**src/prq_pkg.sv**
```systemverilog
package prq_pkg;

  localparam int ID_W  = 8;
  localparam int PRI_W = 6;

  typedef enum logic [1:0] {
    OP_INSERT = 2'd0,
    OP_POP    = 2'd1,
    OP_REPRIO = 2'd2,
    OP_PEEK   = 2'd3
  } opcode_t;

  typedef enum logic [1:0] {
    ERR_OK        = 2'd0,
    ERR_FULL      = 2'd1,
    ERR_NOT_FOUND = 2'd2
  } error_t;

  typedef enum logic [6:0] {
    S_IDLE  = 7'b0000001,
    S_FIND  = 7'b0000010,
    S_SLOT  = 7'b0000100,
    S_FRONT = 7'b0001000,
    S_SHUP  = 7'b0010000,
    S_SHDN  = 7'b0100000,
    S_DONE  = 7'b1000000
  } state_t;

  typedef struct packed {
    logic [PRI_W-1:0] pri;
    logic [ID_W-1:0]  id;
  } entry_t;

  localparam int ENTRY_W = PRI_W + ID_W;

endpackage

```
**src/prq_ram.sv**
```systemverilog
module prq_ram #(
  parameter int WIDTH = 14,
  parameter int DEPTH = 64
) (
  input  logic                     clk,
  input  logic                     we,
  input  logic [$clog2(DEPTH)-1:0] waddr,
  input  logic [WIDTH-1:0]         wdata,
  input  logic [$clog2(DEPTH)-1:0] raddr,
  output logic [WIDTH-1:0]         rdata
);

  logic [WIDTH-1:0] mem [DEPTH];

  always_ff @(posedge clk) begin
    if (we) begin
      mem[waddr] <= wdata;
    end
    rdata <= mem[raddr];
  end

endmodule

```
**src/priority_ready_queue.sv**
```systemverilog
// steps from accept to result valid: preempt check reads the front; pop also shifts up;
//   insert finds its slot, then shifts down; reprioritize finds the id, shifts up, then
//   inserts (stopping after the search when the id is absent); an empty-queue pop or
//   preempt check and an insert while full go straight to the result; entry memory has
// one read and one write port; one transaction at a time, the next taken once the result
// is registered; rst (synchronous) empties the queue and clears m_axis_tvalid, not entry memory
module priority_ready_queue #(
  parameter int QUEUE_DEPTH  = 64,
  parameter int PRIORITY_MAX = 63,
  localparam int AW     = $clog2(QUEUE_DEPTH),
  localparam int CW     = $clog2(QUEUE_DEPTH + 1),
  localparam int OUT_B  = 18 + CW,
  localparam int OUT_W  = ((OUT_B + 7) / 8) * 8
) (
  input  logic             clk,
  input  logic             rst,
  input  logic             s_axis_tvalid,
  output logic             s_axis_tready,
  // thread_id [7:0], priority_value [13:8], zero fill
  input  logic [15:0]      s_axis_tdata,
  // opcode [1:0]
  input  logic [1:0]       s_axis_tuser,
  output logic             m_axis_tvalid,
  input  logic             m_axis_tready,
  // out_id [7:0], out_priority [13:8], queue_empty [14], preempt [15],
  // error_code [17:16], entry_count [18+CW-1:18], zero fill
  output logic [OUT_W-1:0] m_axis_tdata
);

  localparam logic [7:0] PRI_CAP = 8'(PRIORITY_MAX);

  prq_pkg::state_t  state;
  prq_pkg::opcode_t op;
  prq_pkg::entry_t  rd_entry;
  prq_pkg::entry_t  wr_entry;
  prq_pkg::error_t  res_err;

  logic [prq_pkg::ID_W-1:0]  id_q;
  logic [prq_pkg::PRI_W-1:0] pri_q;
  logic [prq_pkg::PRI_W-1:0] pri_in;
  logic [prq_pkg::PRI_W-1:0] pri_sat;
  logic [prq_pkg::ID_W-1:0]  res_id;
  logic [prq_pkg::PRI_W-1:0] res_pri;
  logic                      res_pre;

  logic [CW-1:0] occ;
  logic [CW-1:0] cnt;
  logic [CW-1:0] pos;
  logic [CW-1:0] cnt_p1;
  logic [CW-1:0] cnt_p2;
  logic [CW-1:0] cnt_m2;
  logic [CW-1:0] occ_m1;

  logic          slot_done;
  logic          shup_done;
  logic          s_fire;
  logic          we;
  logic [AW-1:0] waddr;
  logic [AW-1:0] raddr;

  assign s_axis_tready = (state == prq_pkg::S_IDLE);
  assign s_fire        = s_axis_tvalid && s_axis_tready;

  assign pri_in  = s_axis_tdata[13:8];
  assign pri_sat = ({2'b00, pri_in} > PRI_CAP) ? PRI_CAP[prq_pkg::PRI_W-1:0] : pri_in;

  assign cnt_p1 = cnt + CW'(1);
  assign cnt_p2 = cnt + CW'(2);
  assign cnt_m2 = cnt - CW'(2);
  assign occ_m1 = occ - CW'(1);

  assign slot_done = (cnt >= occ) || (rd_entry.pri < pri_q);
  assign shup_done = (cnt_p1 >= occ);

  always_comb begin
    we       = 1'b0;
    waddr    = cnt[AW-1:0];
    wr_entry = rd_entry;
    raddr    = '0;
    case (state)
      prq_pkg::S_FIND: begin
        raddr = cnt_p1[AW-1:0];
      end
      prq_pkg::S_SLOT: begin
        raddr = slot_done ? occ_m1[AW-1:0] : cnt_p1[AW-1:0];
      end
      prq_pkg::S_FRONT: begin
        raddr = AW'(1);
      end
      prq_pkg::S_SHUP: begin
        we    = !shup_done;
        raddr = shup_done ? '0 : cnt_p2[AW-1:0];
      end
      prq_pkg::S_SHDN: begin
        we    = 1'b1;
        raddr = cnt_m2[AW-1:0];
        if (cnt == pos) begin
          wr_entry.id  = id_q;
          wr_entry.pri = pri_q;
        end
      end
      default: begin
        raddr = '0;
      end
    endcase
  end

  prq_ram #(
    .WIDTH(prq_pkg::ENTRY_W),
    .DEPTH(QUEUE_DEPTH)
  ) u_ram (
    .clk  (clk),
    .we   (we),
    .waddr(waddr),
    .wdata(wr_entry),
    .raddr(raddr),
    .rdata(rd_entry)
  );

  always_ff @(posedge clk) begin
    if (rst) begin
      state         <= prq_pkg::S_IDLE;
      occ           <= '0;
      m_axis_tvalid <= 1'b0;
    end else begin
      if (state == prq_pkg::S_DONE && (!m_axis_tvalid || m_axis_tready)) begin
        m_axis_tvalid <= 1'b1;
      end else if (m_axis_tvalid && m_axis_tready) begin
        m_axis_tvalid <= 1'b0;
      end
      case (state)
        prq_pkg::S_IDLE: begin
          if (s_fire) begin
            op      <= prq_pkg::opcode_t'(s_axis_tuser);
            id_q    <= s_axis_tdata[7:0];
            pri_q   <= pri_sat;
            res_id  <= '0;
            res_pri <= '0;
            res_pre <= 1'b0;
            cnt     <= '0;
            case (prq_pkg::opcode_t'(s_axis_tuser))
              prq_pkg::OP_INSERT: begin
                if (occ == CW'(QUEUE_DEPTH)) begin
                  res_err <= prq_pkg::ERR_FULL;
                  state   <= prq_pkg::S_DONE;
                end else begin
                  res_err <= prq_pkg::ERR_OK;
                  state   <= prq_pkg::S_SLOT;
                end
              end
              prq_pkg::OP_REPRIO: begin
                res_err <= prq_pkg::ERR_OK;
                state   <= prq_pkg::S_FIND;
              end
              default: begin
                res_err <= prq_pkg::ERR_OK;
                state   <= (occ == '0) ? prq_pkg::S_DONE : prq_pkg::S_FRONT;
              end
            endcase
          end
        end
        prq_pkg::S_FIND: begin
          if (cnt >= occ) begin
            res_err <= prq_pkg::ERR_NOT_FOUND;
            state   <= prq_pkg::S_DONE;
          end else if (rd_entry.id == id_q) begin
            state <= prq_pkg::S_SHUP;
          end else begin
            cnt <= cnt_p1;
          end
        end
        prq_pkg::S_SLOT: begin
          if (slot_done) begin
            pos   <= cnt;
            cnt   <= occ;
            state <= prq_pkg::S_SHDN;
          end else begin
            cnt <= cnt_p1;
          end
        end
        prq_pkg::S_FRONT: begin
          res_id  <= rd_entry.id;
          res_pri <= rd_entry.pri;
          if (op == prq_pkg::OP_PEEK) begin
            res_pre <= (rd_entry.pri > pri_q);
            state   <= prq_pkg::S_DONE;
          end else begin
            cnt   <= '0;
            state <= prq_pkg::S_SHUP;
          end
        end
        prq_pkg::S_SHUP: begin
          if (shup_done) begin
            occ <= occ_m1;
            cnt <= '0;
            state <= (op == prq_pkg::OP_POP) ? prq_pkg::S_DONE : prq_pkg::S_SLOT;
          end else begin
            cnt <= cnt_p1;
          end
        end
        prq_pkg::S_SHDN: begin
          if (cnt == pos) begin
            occ   <= occ + CW'(1);
            state <= prq_pkg::S_DONE;
          end else begin
            cnt <= cnt - CW'(1);
          end
        end
        prq_pkg::S_DONE: begin
          if (!m_axis_tvalid || m_axis_tready) begin
            state <= prq_pkg::S_IDLE;
          end
        end
        default: begin
          state <= prq_pkg::S_IDLE;
        end
      endcase
    end
  end

  always_ff @(posedge clk) begin
    if (state == prq_pkg::S_DONE && (!m_axis_tvalid || m_axis_tready)) begin
      m_axis_tdata <= OUT_W'({occ, res_err, res_pre, (occ == '0), res_pri, res_id});
    end
  end

endmodule

```
**config.mk**
```make
export PLATFORM = sky130hd
export DESIGN_NAME = priority_ready_queue
export DESIGN_NICKNAME = d
export VERILOG_FILES = /design/src/prq_pkg.sv /design/src/prq_ram.sv /design/src/priority_ready_queue.sv
export SDC_FILE = /design/constraint.sdc
export NUM_CORES = 1
export LEC_CHECK = 0
export BUFFER_PORTS_ARGS = -buffer_cell sky130_fd_sc_hd__buf_2
export CAP_MARGIN = 40
export CORE_UTILIZATION = 25
export CTS_BUF_LIST = sky130_fd_sc_hd__clkbuf_4
export DETAILED_ROUTE_END_ITERATION = 16
export PLACE_DENSITY = 0.48
export SYNTH_ARGS = -nofsm -noshare
export SYNTH_HDL_FRONTEND = slang
export SYNTH_SLANG_ARGS = --single-unit
```
**constraint.sdc**
```tcl
create_clock -name clk -period 13.5 [get_ports clk]
set_input_delay 1.35 -clock clk [delete_from_list [all_inputs] [get_ports clk]]
set_output_delay 1.35 -clock clk [all_outputs]
set_load 0.01 [all_outputs]
```
# Yosys cells after proc, flatten, opt, wreduce, memory -nomap -nowiden
# Memory sizes are Yosys's and may differ from the RTL's. A register that Yosys moved wholly into a read port is not among the register bits.
# Cells that the tools add are included.
# totals
ff_bits,87
word_cells,118
n_memories,1
ramBits,896
inputBits,22
# memory_table
memory,words,word_bits,rd,rd_ports_with_merged_regs,wr,line_no,source
u_ram.mem,64,14,1,1,1,prq_ram.sv:13,logic [WIDTH-1:0] mem [DEPTH];
# op_classes
n_lt_le_gt_ge,4
mux,46
n_reduce_logical,22
n_eq_ne,25
addsub,6
bitwise_logic,1
# ops
op,n
two-way mux 7 bit,20
one-hot mux 7 bit (7 select lines),1
one-hot mux 7 bit (6 select lines),1
one-hot mux 6 bit (5 select lines),1
two-way mux 14 bit,2
one-hot mux 7 bit (2 select lines),2
two-way mux 6 bit,3
inequality test 2 bit (second input constant),9
one-hot mux 8 bit (2 select lines),1
adder 7 x 1 -> 7 bit (second input constant),2
equality test 7 bit (second input constant),2
>= comparator 7 bit,2
subtractor 7 x 1 -> 7 bit (second input constant),2
one-hot mux 6 bit (2 select lines),1
AND reduction 3 bit,4
equality test 8 bit,1
two-way mux 8 bit,1
AND reduction 4 bit,2
nonzero test 2 bit,4
equality test 7 x 1 -> 1 bit (second input constant),1
equality test 7 x 2 -> 1 bit (second input constant),1
equality test 7 x 3 -> 1 bit (second input constant),1
equality test 7 x 4 -> 1 bit (second input constant),1
equality test 7 x 5 -> 1 bit (second input constant),1
23 further kinds,38

# Depth between registers and ports, before layout
# Gate-level depths: netlist of the first run.
# depth
word_depth,6
depth_mapped,18
depth_no_buf,14

# Cells and area by module
# Synthesis of the first run repeated with hierarchy kept, for this count alone.
# hier_totals
hier_cells,2014
area_unflattened_um2,39774.4
# modules_own_cells
module,instances,area_each_um2,cells_per_inst,seq_area_each_um2
prq_ram,1,34878.5,1571,27186.1
priority_ready_queue,1,4895.9,443,2462.4

# Worst setup path before layout of the first run
# OpenSTA, ideal clock, no wires.
# synth_timing
kind,register to register
start,register state[6]
end,memory u_ram.mem[0][10] (data pin)
period_less_slack_ns,5.079
slack_ns,8.421
n_path_buf,1
setup_ns,0.702
arrival_time_ns,4.377
stages_incl_launch_ff,6
required_ns,12.798
path_cell_list,dfxtp_1 -> or4_4 -> nor4b_1 -> nand2_1 -> clkbuf_1 -> o21ai_0
# synth_via
elab_chain_len,2
# synth_rtl
item,line_no,source
start: declaration,priority_ready_queue.sv:32,prq_pkg::state_t state;
start signal: assignment,priority_ready_queue.sv:122,state <= prq_pkg::S_IDLE;
start signal: assignment,priority_ready_queue.sv:145,state <= prq_pkg::S_DONE;
start signal: assignment,priority_ready_queue.sv:148,state <= prq_pkg::S_SLOT;
equality test 7 x 6 -> 1 bit,priority_ready_queue.sv:80,case (state)
two-way mux 14 bit,priority_ready_queue.sv:80,
via u_ram.wdata[10],prq_ram.sv:8,"input logic [WIDTH-1:0] wdata,"
end: declaration,prq_ram.sv:13,
# The timed path passes the listed nets, and every way through them passes these cells.

# Worst setup path after layout of the first run
# layout_timing
start,register cnt[3]
end,"register u_ram.rdata[6], read port of u_ram.mem"
# layout_via
elab_chain_len,4
# layout_rtl
item,line_no,source
start: declaration,priority_ready_queue.sv:47,logic [CW-1:0] cnt;
start signal: assignment,priority_ready_queue.sv:169,cnt <= cnt_p1;
start signal: assignment,priority_ready_queue.sv:178,cnt <= cnt_p1;
start signal: assignment,priority_ready_queue.sv:198,cnt <= cnt_p1;
adder 7 x 1 -> 7 bit / >= comparator 7 bit (equally long branches),"priority_ready_queue.sv:67, priority_ready_queue.sv:72",
>= comparator 7 bit / logical OR 1 bit (equally long branches),"priority_ready_queue.sv:73, priority_ready_queue.sv:72",
two-way mux 6 bit (on tied branches),"priority_ready_queue.sv:92, priority_ready_queue.sv:85",
one-hot mux 6 bit (5 select lines) (*),priority_ready_queue.sv:80,
end: declaration,prq_ram.sv:10,output logic [WIDTH-1:0] rdata
# Mark *: on every way between the ends. The rest lies on a longest branch, timed or not.
# A chain may end at the register's enable or synchronous reset.

==> run_results.csv, run 1 <==
group,metric,value,unit
run_status,status,"finished, final reports clean",
clock_network,numClockSinks,997,
route,ant_nets,0,
synth,yosys.area_share.adder,0.929,%
synth,synth_common_cells,"edfxtp_1 (968), mux2i_1 (393), o22ai_1 (190), nor2_1 (101), o2111ai_1 (66)",
route,num_vias,23300,
clock_network,cts_tree,"built",
synth,synth.cell_area,40400,um2
clock_network,cts_buffer_depth,4,
route,top_layer_used,"met4",
critical_path,worstSetupStartpointType,"flip-flop",
synth,synth_cells,2412,
placement,place_congestion,0.800,
timing,finalHoldViolations,0,
route,post_drt_wl_per_cell,22.4,um
timing,fin_setup_tns,0,ns
critical_path,worstPathMaxFanout,121,
synth,synth_compound_gate_area_share,8.32,%
clock_network,cts-root-buf,"clkbuf_4",
die,io_pins,56,
synth,synthArstFlopShare,0,%
synth,synth-edff-count,968,
clock_network,clock_latency,1.16,ns
cells_and_area,area_growth,17.8,%
synth,yosys.area_share.simple,4.12,%
power_and_ir_drop,powerDensity,151,nW/um2
critical_path,worstSetupPathType,"reg2reg",
clock_network,cts_buffers,294,
clock_network,postCtsSetupRepairBufs,0,
route,wl_met2,54.9,mm
synth,synth-xor-area-share,0.845,%
placement,dp_slack,6.24,ns
flow_run,max_cap_viol_count,0,
route,totalWireLength,114,mm
critical_path,crit_path_max_incr_delay,0.92,ns
cells_and_area,final_core_util,29.6,%
grt,grt_pass1_vias,23700,
route,drt-initial-drc-count,1832,
die,fp-row-count,147,
grt,grt_max_degree,125,
synth,ys.warnings.count,0,
timing,setup_ws,6.25,ns
grt,grt_pass1_wl,164,mm
critical_path,crit_chain,"nand3_1 -> nor2_1 -> xor2_1 -> ha_1 -> o21ai_0 -> nor2_1 -> o41ai_2 -> a211oi_4 -> buf_4 -> nand2_4 -> buf_12 -> buf_4 -> mux2i_1 -> o22ai_1 -> o41ai_1 -> nand4_1",
grt,track_usage,13.8,%
synth,ys_ff_latch,997,
power_and_ir_drop,leakage,0.0149,uW
route,met1_length,51.7,mm
power_and_ir_drop,ir_worst_vdd,70.3,uV
clock_network,cts.repair.resized,0,
die,dieArea,163000,um2
route,wl_met3,5.74,mm
synth,synth_mux_area_share,9.98,%
clock_network,clk_pin_slew_worst_paths,0.06,ns
placement,dp.cells,4609,
worst_hold_path,holdCritPathClass,"in2reg",
cells_and_area,nNetsFinal,2797,
timing,setup_viol_count_final,0,
timing,tightest_slew,1.06,ns
critical_path,worst_ep_required_time,14.47,ns
critical_path,setup.worst_path.end_class,"flip-flop",
grt,overflow,0,
route,first_pass_iters,9,
placement,io_buffers,46,
synth,synth_top_area_share,71.9,%
synth,synth_top_family_by_area,"multiplexers",
synth,synth-seq-area-share,73.3,%
clock_network,h-tree-depth,5,
timing,maxSlewHeadroom,28.5,%
synth,yosysMostFrequentCell,"edfxtp_1",
timing,drv_slew,0,
die,die_y,404,um
synth,synthFlopType,"edfxtp_1",
cells_and_area,fillers,16100,
critical_path,worstPathArrival,8.22,ns
critical_path,critPathSlowestCell,"o41ai_1",
route,drc_errors,0,
synth,synth_cell_type_count,74,
timing,fmax,138,MHz
timing,period_needed,7.25,ns
timing,skew,0.0852,ns
synth,netlist_top_cells_area,"edfxtp_1 (72%), mux2i_1 (9.7%), o22ai_1 (2.9%)",
timing,grt_setup_unrepaired,"false",
cells_and_area,drive_above_1_share,24.6,%
synth,synth_top_area_cell,"edfxtp_1",
die,core_area,161000,um2
die,fp.dieW,404,um
placement,hpwl,65.5,mm
cells_and_area,layoutNonFillerInstCount,5098,
synth,syn_area_per_cell,16.8,um2
grt,antenna_found_initial,2,
clock_network,cts_hold_buf,0,
timing,fin_hold_ws,0.405,ns
route,drt-vias-per-instance,4.57,
timing,final.period_utilization,53.7,%
die,start_util,25.2,%
flip-flops by register name, indices dropped and copies added, names as in the netlist:
signal / count
u_ram.mem: 896
m_axis_tdata: 25
u_ram.rdata: 14
id_q: 8
res_id: 8
cnt: 7
occ: 7
pos: 7
state: 7
pri_q: 6
res_pri: 6
op: 2
res_err: 2
m_axis_tvalid: 1
res_pre: 1
per-stage QoR:
stage               power, uW  cell area, um2
detailed placement       4530           44000
global placement         4510           43600
global route             7510           47600
CTS                      7300           47600
finish                   7210           47600
floorplan                4170           40400
critical path, delay by kind of cell, from the launching register on:
kind	cells	cell delay, ns
XOR/XNOR	1	0.22
AND/OR/NAND/NOR	5	1.76
flip-flops	1	0.90
AO/OA/AOI/OAI	5	1.77
multiplexers	1	0.27
adder cells (fa/ha/maj)	1	0.28
buffers and inverters	3	1.60
where the power goes:
group          total [uW]  switching, uW  internal (uW)
logic                 765            584            181
clock network        2740           1230           1520
registers            3700           46.7           3650
total                7210           1860           5350
cells in the final DEF (no fill, tap or decap), types with 7 or more instances in the layout:
cell,count
a21boi_0,58
a21oi_1,16
and2_1,17
and3_1,58
buf_2,52
buf_4,116
buf_8,11
clkbuf_4,436
clkinv_1,36
conb_1,7
dfxtp_1,29
edfxtp_1,968
ha_1,30
inv_1,26
mux2_2,9
mux2i_1,393
nand2_1,40
nand3_1,10
nand4_1,22
nor2_1,89
nor2_2,12
nor3_1,9
o2111ai_1,66
o2111ai_2,10
o22ai_1,190
o31ai_1,20
o41ai_1,27
o41ai_2,12
xnor2_1,19
xor2_1,20
path summary, 6_finish.rpt:
| path | startpoint | to | slack [ns] | depth (start not counted) |
|---|---|---|---|---|
| setup / recovery | cnt[3] | u_ram.rdata[6] | 6.25 | 16 |
| hold / removal | s_axis_tdata[7] | id_q[7] | 0.40 | 1 |
| setup reg to reg | cnt[3] | u_ram.rdata[6] | 6.25 | 16 |
| hold reg to reg | res_id[2] | m_axis_tdata[2] | 0.42 | 0 |
kinds of logic (layout without fill, tap and decap cells):
family          count (synthesis)  after routing
other cells                     1             10
flops                         997            997
simple gates                  308            308
xor+xnor                       39             39
buf+inv                       187            704
mux                           402            402
fa+ha+maj                      30             30
compound gates                448            448
area by class of cell:
type	instances	area (um2)	share of cell area, %
Inverter	26	97.6	0.205
Timing Repair Buffer	192	1540	3.23
Clock buffer	436	3270	6.88
Sequential cell	997	29600	62.3
Clock inverter	50	273	0.573
Multi-Input combinational cell	1234	10100	21.1
Antenna cell	3	7.51	0.0158
Tap cell	2160	2700	5.68
per-layer routing:
| layer | track usage [%] | up-vias |
|---|---|---|
| met5 | 0 | - |
| met4 | 4.20 | 0 |
| met3 | 2.71 | 142 |
| met2 | 22.6 | 691 |
| met1 | 18.5 | 11900 |
| li1 | - | 10600 |
Note: power is estimated with default switching activity, not from simulation.
==> run 2: changes to the inputs <==
==> constraint.sdc (replaced) <==
create_clock -name clk -period 6.8 [get_ports clk]
set_input_delay 0.68 -clock clk [delete_from_list [all_inputs] [get_ports clk]]
set_output_delay 0.68 -clock clk [all_outputs]
set_load 0.01 [all_outputs]
==> run 2 against run 1 <==
Against the previous run:
- sequential share of layout area decreased by 0.32 points
- non-clock buffer count increased by 53
- wire length decreased by 1.8%
- via count increased by 0.53%
- first-iteration DRC count decreased by 11%
- clock skew increased by 0.011 ns
- worst hold slack got worse by 0.11 ns
- maximum frequency increased by 22%
- highest routed layer unchanged
==> run_results.csv, run 2 (synthesized netlist as in run 1, its figures left out) <==
group,metric,value,unit
grt,overflow,0,
critical_path,setup.worst_path.end_class,"flip-flop",
clock_network,cts_hold_buf,20,
timing,setup_viol_count_final,0,
timing,drv_slew,0,
die,core_area,161000,um2
cells_and_area,reg_top3,"u_ram.mem (896), m_axis_tdata (25), u_ram.rdata (14)",
critical_path,crit_chain,"ha_1 -> nand4_1 -> xor2_1 -> inv_1 -> ha_1 -> nand4_1 -> a211oi_1 -> or4_4 -> a21oi_2 -> a221o_2 -> buf_4 -> nand3_2 -> buf_4 -> o22ai_1 -> o41ai_1 -> buf_4 -> nand4_1",
cells_and_area,largest_reg_flops,896,
grt,grt_use_met3,2.78,%
timing,maxSlewHeadroom,40.8,%
route,totalWireLength,112,mm
run_status,status,"finished, final reports clean",
clock_network,cts_buffer_depth,4,
clock_network,clk_pin_slew_worst_paths,0.07,ns
die,fp.dieW,404,um
critical_path,worst_ep_required_time,7.77,ns
critical_path,critPathSlowestCell,"edfxtp_1",
clock_network,cts.repair.resized,0,
critical_path,worstSetupStartpointType,"flip-flop",
placement,hpwl,69.3,mm
clock_network,numClockSinks,997,
timing,skew,0.0961,ns
die,die_y,404,um
cells_and_area,mostFrequentLayoutCells,"edfxtp_1 (968), clkbuf_4 (426), mux2i_1 (393), o22ai_1 (190), buf_4 (162)",
route,drt-initial-drc-count,1638,
placement,io_buffers,46,
critical_path,crit_family,"compound AO/OA/AOI/OAI gates",
timing,period_needed,5.92,ns
grt,antenna_found_initial,3,
timing,final.period_utilization,87.1,%
route,ant_nets,0,
route,drc_errors,0,
power_and_ir_drop,powerDensity,297,nW/um2
timing,grt_setup_unrepaired,"false",
clock_network,cts_tree,"built",
power_and_ir_drop,p_total,14200,uW
power_and_ir_drop,leakage,0.0150,uW
critical_path,worstSetupPathType,"reg2reg",
grt,busiest_layer,"met2",
cells_and_area,nNetsFinal,2847,
grt,track_usage,13.5,%
clock_network,cts-root-buf,"clkbuf_4",
timing,tightest_slew,0.889,ns
cells_and_area,final_common_cell,"edfxtp_1",
route,first_pass_iters,7,
grt,grt_max_degree,115,
grt,met2_usage,21.3,%
route,drt-vias-per-instance,4.55,
route,num_vias,23400,
cells_and_area,largest-register,"u_ram.mem",
grt,gr-usage-met1,18.5,%
timing,fin_setup_tns,0,ns
cells_and_area,area_growth,18.4,%
die,dieArea,163000,um2
grt,grt_pass1_wl,161,mm
critical_path,crit_path_max_incr_delay,0.66,ns
die,io_pins,56,
grt,grt_pass1_vias,23400,
route,post_drt_wl_per_cell,21.8,um
flow_run,max_cap_viol_count,0,
placement,place_congestion,0.791,
cells_and_area,drive_above_1_share,24.3,%
clock_network,postCtsSetupRepairBufs,0,
timing,finalHoldViolations,0,
clock_network,clock_latency,1.15,ns
clock_network,h-tree-depth,5,
critical_path,cp.buffers_inverters,4,
critical_path,worstPathMaxFanout,31,
timing,fmax,169,MHz
power_and_ir_drop,ir_worst_vdd,151,uV
clock_network,cts_buffers,291,
critical_path,worstPathArrival,6.89,ns
worst_hold_path,holdCritPathClass,"in2reg",
die,fp-row-count,147,
die,start_util,25.2,%
run 2: changes by cell type in the layout (fill, tap and decap cells not counted), moves of 8 or more:
cell / change
dlygate4sd3_1: +20
o41ai_1: +8
nor2_1: +11
buf_12: +8
buf_8: -11
nor2_2: -11
o41ai_2: -8
buf_4: +46
clkbuf_4: -10
run 2: metal layers:
| layer | vias to the layer above | wire (um) |
|---|---|---|
| met5 | - | 0 |
| met4 | 0 | 2290 |
| met3 | 136 | 5490 |
| met2 | 698 | 52200 |
| met1 | 11900 | 52100 |
| li1 | 10700 | - |
run 2: final cells by class:
type	instances	area [um2]
diodes	6	15.0
clock buffers	426	3200
clock inverters	47	231
fillers	16000	113000
inverters	26	97.6
multi-input cells	1234	9970
flip-flops and latches	997	29600
well taps	2160	2700
repair buffers	245	1980
run 2: power by group:
group	total (uW)	switching (uW)	internal, uW	leakage, uW
clock	5290	2380	2910	0.00208
combinational	1600	1210	398	0.00396
sequential	7330	80.7	7250	0.00899
run 2: final timing paths:
kind	endpoint	slack [ns]	depth (start not counted)	startpoint
hold reg to reg	m_axis_tdata[8]	0.42	0	res_pri[0]
setup reg to reg	u_ram.rdata[0]	0.88	17	cnt[1]
setup / recovery	u_ram.rdata[0]	0.88	17	cnt[1]
hold / removal	id_q[4]	0.30	2	s_axis_tdata[4]
run 2: worst reg2reg max path, stage by stage, from the launching register on:
cell,delay (ns)
edfxtp_1,0.66
ha_1,0.45
nand4_1,0.15
xor2_1,0.27
inv_1,0.11
ha_1,0.31
nand4_1,0.10
a211oi_1,0.58
or4_4,0.29
a21oi_2,0.08
a221o_2,0.49
buf_4,0.35
nand3_2,0.55
buf_4,0.30
o22ai_1,0.09
o41ai_1,0.59
buf_4,0.28
nand4_1,0.12
run 2: through the flow:
stage	hold slack (ns)	std cells	util [%]	setup slack (ns)	instance area [um2]
final	0.298	5141	29.8	0.877	47800
after global routing	0.166	5140	29.8	0.504	47800
after CTS	0.132	5135	29.8	0.770	47800
after detailed placement	0.405	4642	27.5	0.798	44200
after global placement	0.408	4633	27.4	0.852	44100
after floorplan	0.400	2418	-	1.72	40400
==> run 3: changes to the inputs <==
--- a/config.mk
+++ b/config.mk
@@ -10,7 +10,7 @@
 export CORE_UTILIZATION = 25
 export CTS_BUF_LIST = sky130_fd_sc_hd__clkbuf_4
 export DETAILED_ROUTE_END_ITERATION = 16
-export PLACE_DENSITY = 0.48
+export PLACE_DENSITY = 0.49
 export SYNTH_ARGS = -nofsm -noshare
 export SYNTH_HDL_FRONTEND = slang
 export SYNTH_SLANG_ARGS = --single-unit
==> constraint.sdc (replaced) <==
create_clock -name clk -period 4.9 [get_ports clk]
set_input_delay 0.49 -clock clk [delete_from_list [all_inputs] [get_ports clk]]
set_output_delay 0.49 -clock clk [all_outputs]
set_load 0.01 [all_outputs]
==> run 3 against run 2 <==
Against the previous run:
- via count increased by 1.6%
- utilization rose by 0.66 points
- register-to-register slack got worse by 0.71 ns
- critical path depth up 1
- sequential share of layout area shrank 1.3 points
- setup slack got worse by 0.71 ns
- combinational power is 54% higher
- cell count is 1.8% higher
- worst hold slack got worse by 0.081 ns
- die area unchanged
- count of clock-buffer cells in the layout fell by 18
- clock skew increased by 0.020 ns
==> run_results.csv, run 3 (synthesized netlist as in run 1, its figures left out) <==
group,metric,value,unit
clock_network,numClockSinks,997,
timing,finalHoldViolations,0,
route,first_pass_iters,6,
timing,setup_viol_count_final,0,
grt,overflow,0,
flow_run,max_cap_viol_count,0,
power_and_ir_drop,leakage,0.0156,uW
power_and_ir_drop,powerDensity,403,nW/um2
route,drt-initial-drc-count,1760,
clock_network,cts_buffers,284,
critical_path,crit_path_max_incr_delay,0.50,ns
route,drt-vias-per-instance,4.54,
placement,placed_cell_area,45000,um2
route,drc_errors,0,
timing,final.period_utilization,96.6,%
die,start_util,25.2,%
critical_path,crit_chain,"ha_1 -> nand4_1 -> xor2_1 -> inv_1 -> ha_1 -> nand4_1 -> a211oi_1 -> buf_4 -> nor4_4 -> a221o_1 -> a221o_2 -> buf_4 -> buf_4 -> o2111ai_1 -> o2111ai_1 -> o31ai_2 -> buf_4 -> nand4_1",
clock_network,clock_latency,1.21,ns
cells_and_area,reg_top3,"u_ram.mem (896), m_axis_tdata (25), u_ram.rdata (14)",
run_status,status,"finished, final reports clean",
cells_and_area,drive_above_1_share,26.4,%
critical_path,setup.worst_path.end_class,"flip-flop",
timing,maxSlewHeadroom,41.5,%
grt,grt_pass1_wl,165,mm
die,dieArea,163000,um2
critical_path,worstPathMaxFanout,9,
timing,period_needed,4.73,ns
clock_network,cts_tree,"built",
grt,grt_pass1_vias,23900,
route,wl_met2,56.7,mm
clock_network,h-tree-depth,5,
critical_path,cp.buffers_inverters,5,
route,met1_length,51.6,mm
grt,track_usage,13.9,%
timing,drv_slew,0,
critical_path,r2r_start,"cnt[1]",
cells_and_area,final_common_cell,"edfxtp_1",
timing,fmax,211,MHz
cells_and_area,largest_reg_flops,896,
critical_path,critPathSlowestCell,"a221o_2",
route,top_layer_used,"met4",
cells_and_area,final_area,48900,um2
route,num_vias,23800,
placement,io_buffers,46,
route,ant_nets,0,
clock_network,cts_buffer_depth,4,
grt,grt_max_degree,115,
die,core_area,161000,um2
critical_path,worstSetupPathType,"reg2reg",
cells_and_area,mostFrequentLayoutCells,"edfxtp_1 (968), clkbuf_4 (408), mux2i_1 (393), buf_4 (227), o22ai_1 (190)",
grt,antenna_found_initial,3,
timing,tightest_slew,0.877,ns
critical_path,worstSetupStartpointType,"flip-flop",
die,fp.dieW,404,um
timing,skew,0.116,ns
clock_network,clk_pin_slew_worst_paths,0.07,ns
power_and_ir_drop,ir_worst_vdd,176,uV
route,post_drt_wl_per_cell,22.4,um
critical_path,cp-startpoint,"cnt[1]",
cells_and_area,area_growth,21.0,%
timing,fin_setup_tns,0,ns
die,die_y,404,um
route,wl_met3,5.85,mm
power_and_ir_drop,p_total,19700,uW
critical_path,cp_common_cell,"buf_4",
cells_and_area,fillers,16000,
route,totalWireLength,117,mm
critical_path,crit_family,"compound AO/OA/AOI/OAI gates",
worst_hold_path,holdCritStartpoint,"s_axis_tuser[1]",
placement,hpwl,73.1,mm
clock_network,cts-root-buf,"clkbuf_4",
placement,place_congestion,0.834,
cells_and_area,nNetsFinal,2945,
cells_and_area,largest-register,"u_ram.mem",
cells_and_area,final_core_util,30.5,%
critical_path,worst_ep_required_time,5.95,ns
worst_hold_path,holdCritPathClass,"in2reg",
die,fp-row-count,147,
die,io_pins,56,
critical_path,worstPathArrival,5.79,ns
-- run 3: worst paths after layout --
kind                                        end  slack [ns]  depth (start not counted)
worst min register to register  m_axis_tdata[9]        0.40                          0
worst max-delay path             u_ram.rdata[4]        0.17                         18
worst max register to register   u_ram.rdata[4]        0.17                         18
worst min-delay path                   state[1]        0.22                          4
-- run 3: layout make-up --
class / instances / area, um2 / area share [%]
Sequential cell: 997 / 29600 / 60.6
Multi-Input combinational cell: 1234 / 10000 / 20.5
Timing Repair Buffer: 350 / 3130 / 6.40
Clock buffer: 408 / 3060 / 6.26
Tap cell: 2160 / 2700 / 5.53
Clock inverter: 55 / 216 / 0.443
Inverter: 26 / 97.6 / 0.200
Antenna cell: 2 / 5.00 / 0.0102
-- run 3: where the power goes --
part           internal, uW  switching (uW)  total (uW)
registers             10000            96.2       10100
clock network          3790            3340        7120
logic                   714            1760        2470
total                 14500            5190       19700
-- run 3: stage by stage --
step	hold slack (ns)	worst slack [ns]	instances
floorplan	0.400	-0.179	2418
global placement	0.409	-0.303	4717
detailed placement	0.405	0.00143	4720
CTS	0.0767	0.0225	5219
global route	0.152	-0.0239	5232
finish	0.217	0.167	5232
-- run 3: what timing repair did --
action | 4_1_cts | 5_1_grt
gates resized for setup | 4 | 13
setup buffers | 0 | 8
setup endpoints to repair | 3 | 12
pin swaps | 2 | 6
hold buffers | 36 | 0
endpoints found under the hold margin | 65 | 0
cloned | 0 | 3
-- run 3: tightest hold or removal path, delay by kind of cell --
kind / cells / cell delay [ns]
AOI/OAI and AO/OA: 1 / 0.07
buffers and inverters: 2 / 0.69
and+or+nand+nor: 1 / 0.10
-- run 3: routing by layer --
metal,vias to the layer above,global-route usage (%)
li1,10900,-
met1,12100,18.0
met2,691,23.0
met3,152,2.93
met4,0,4.74
met5,-,0
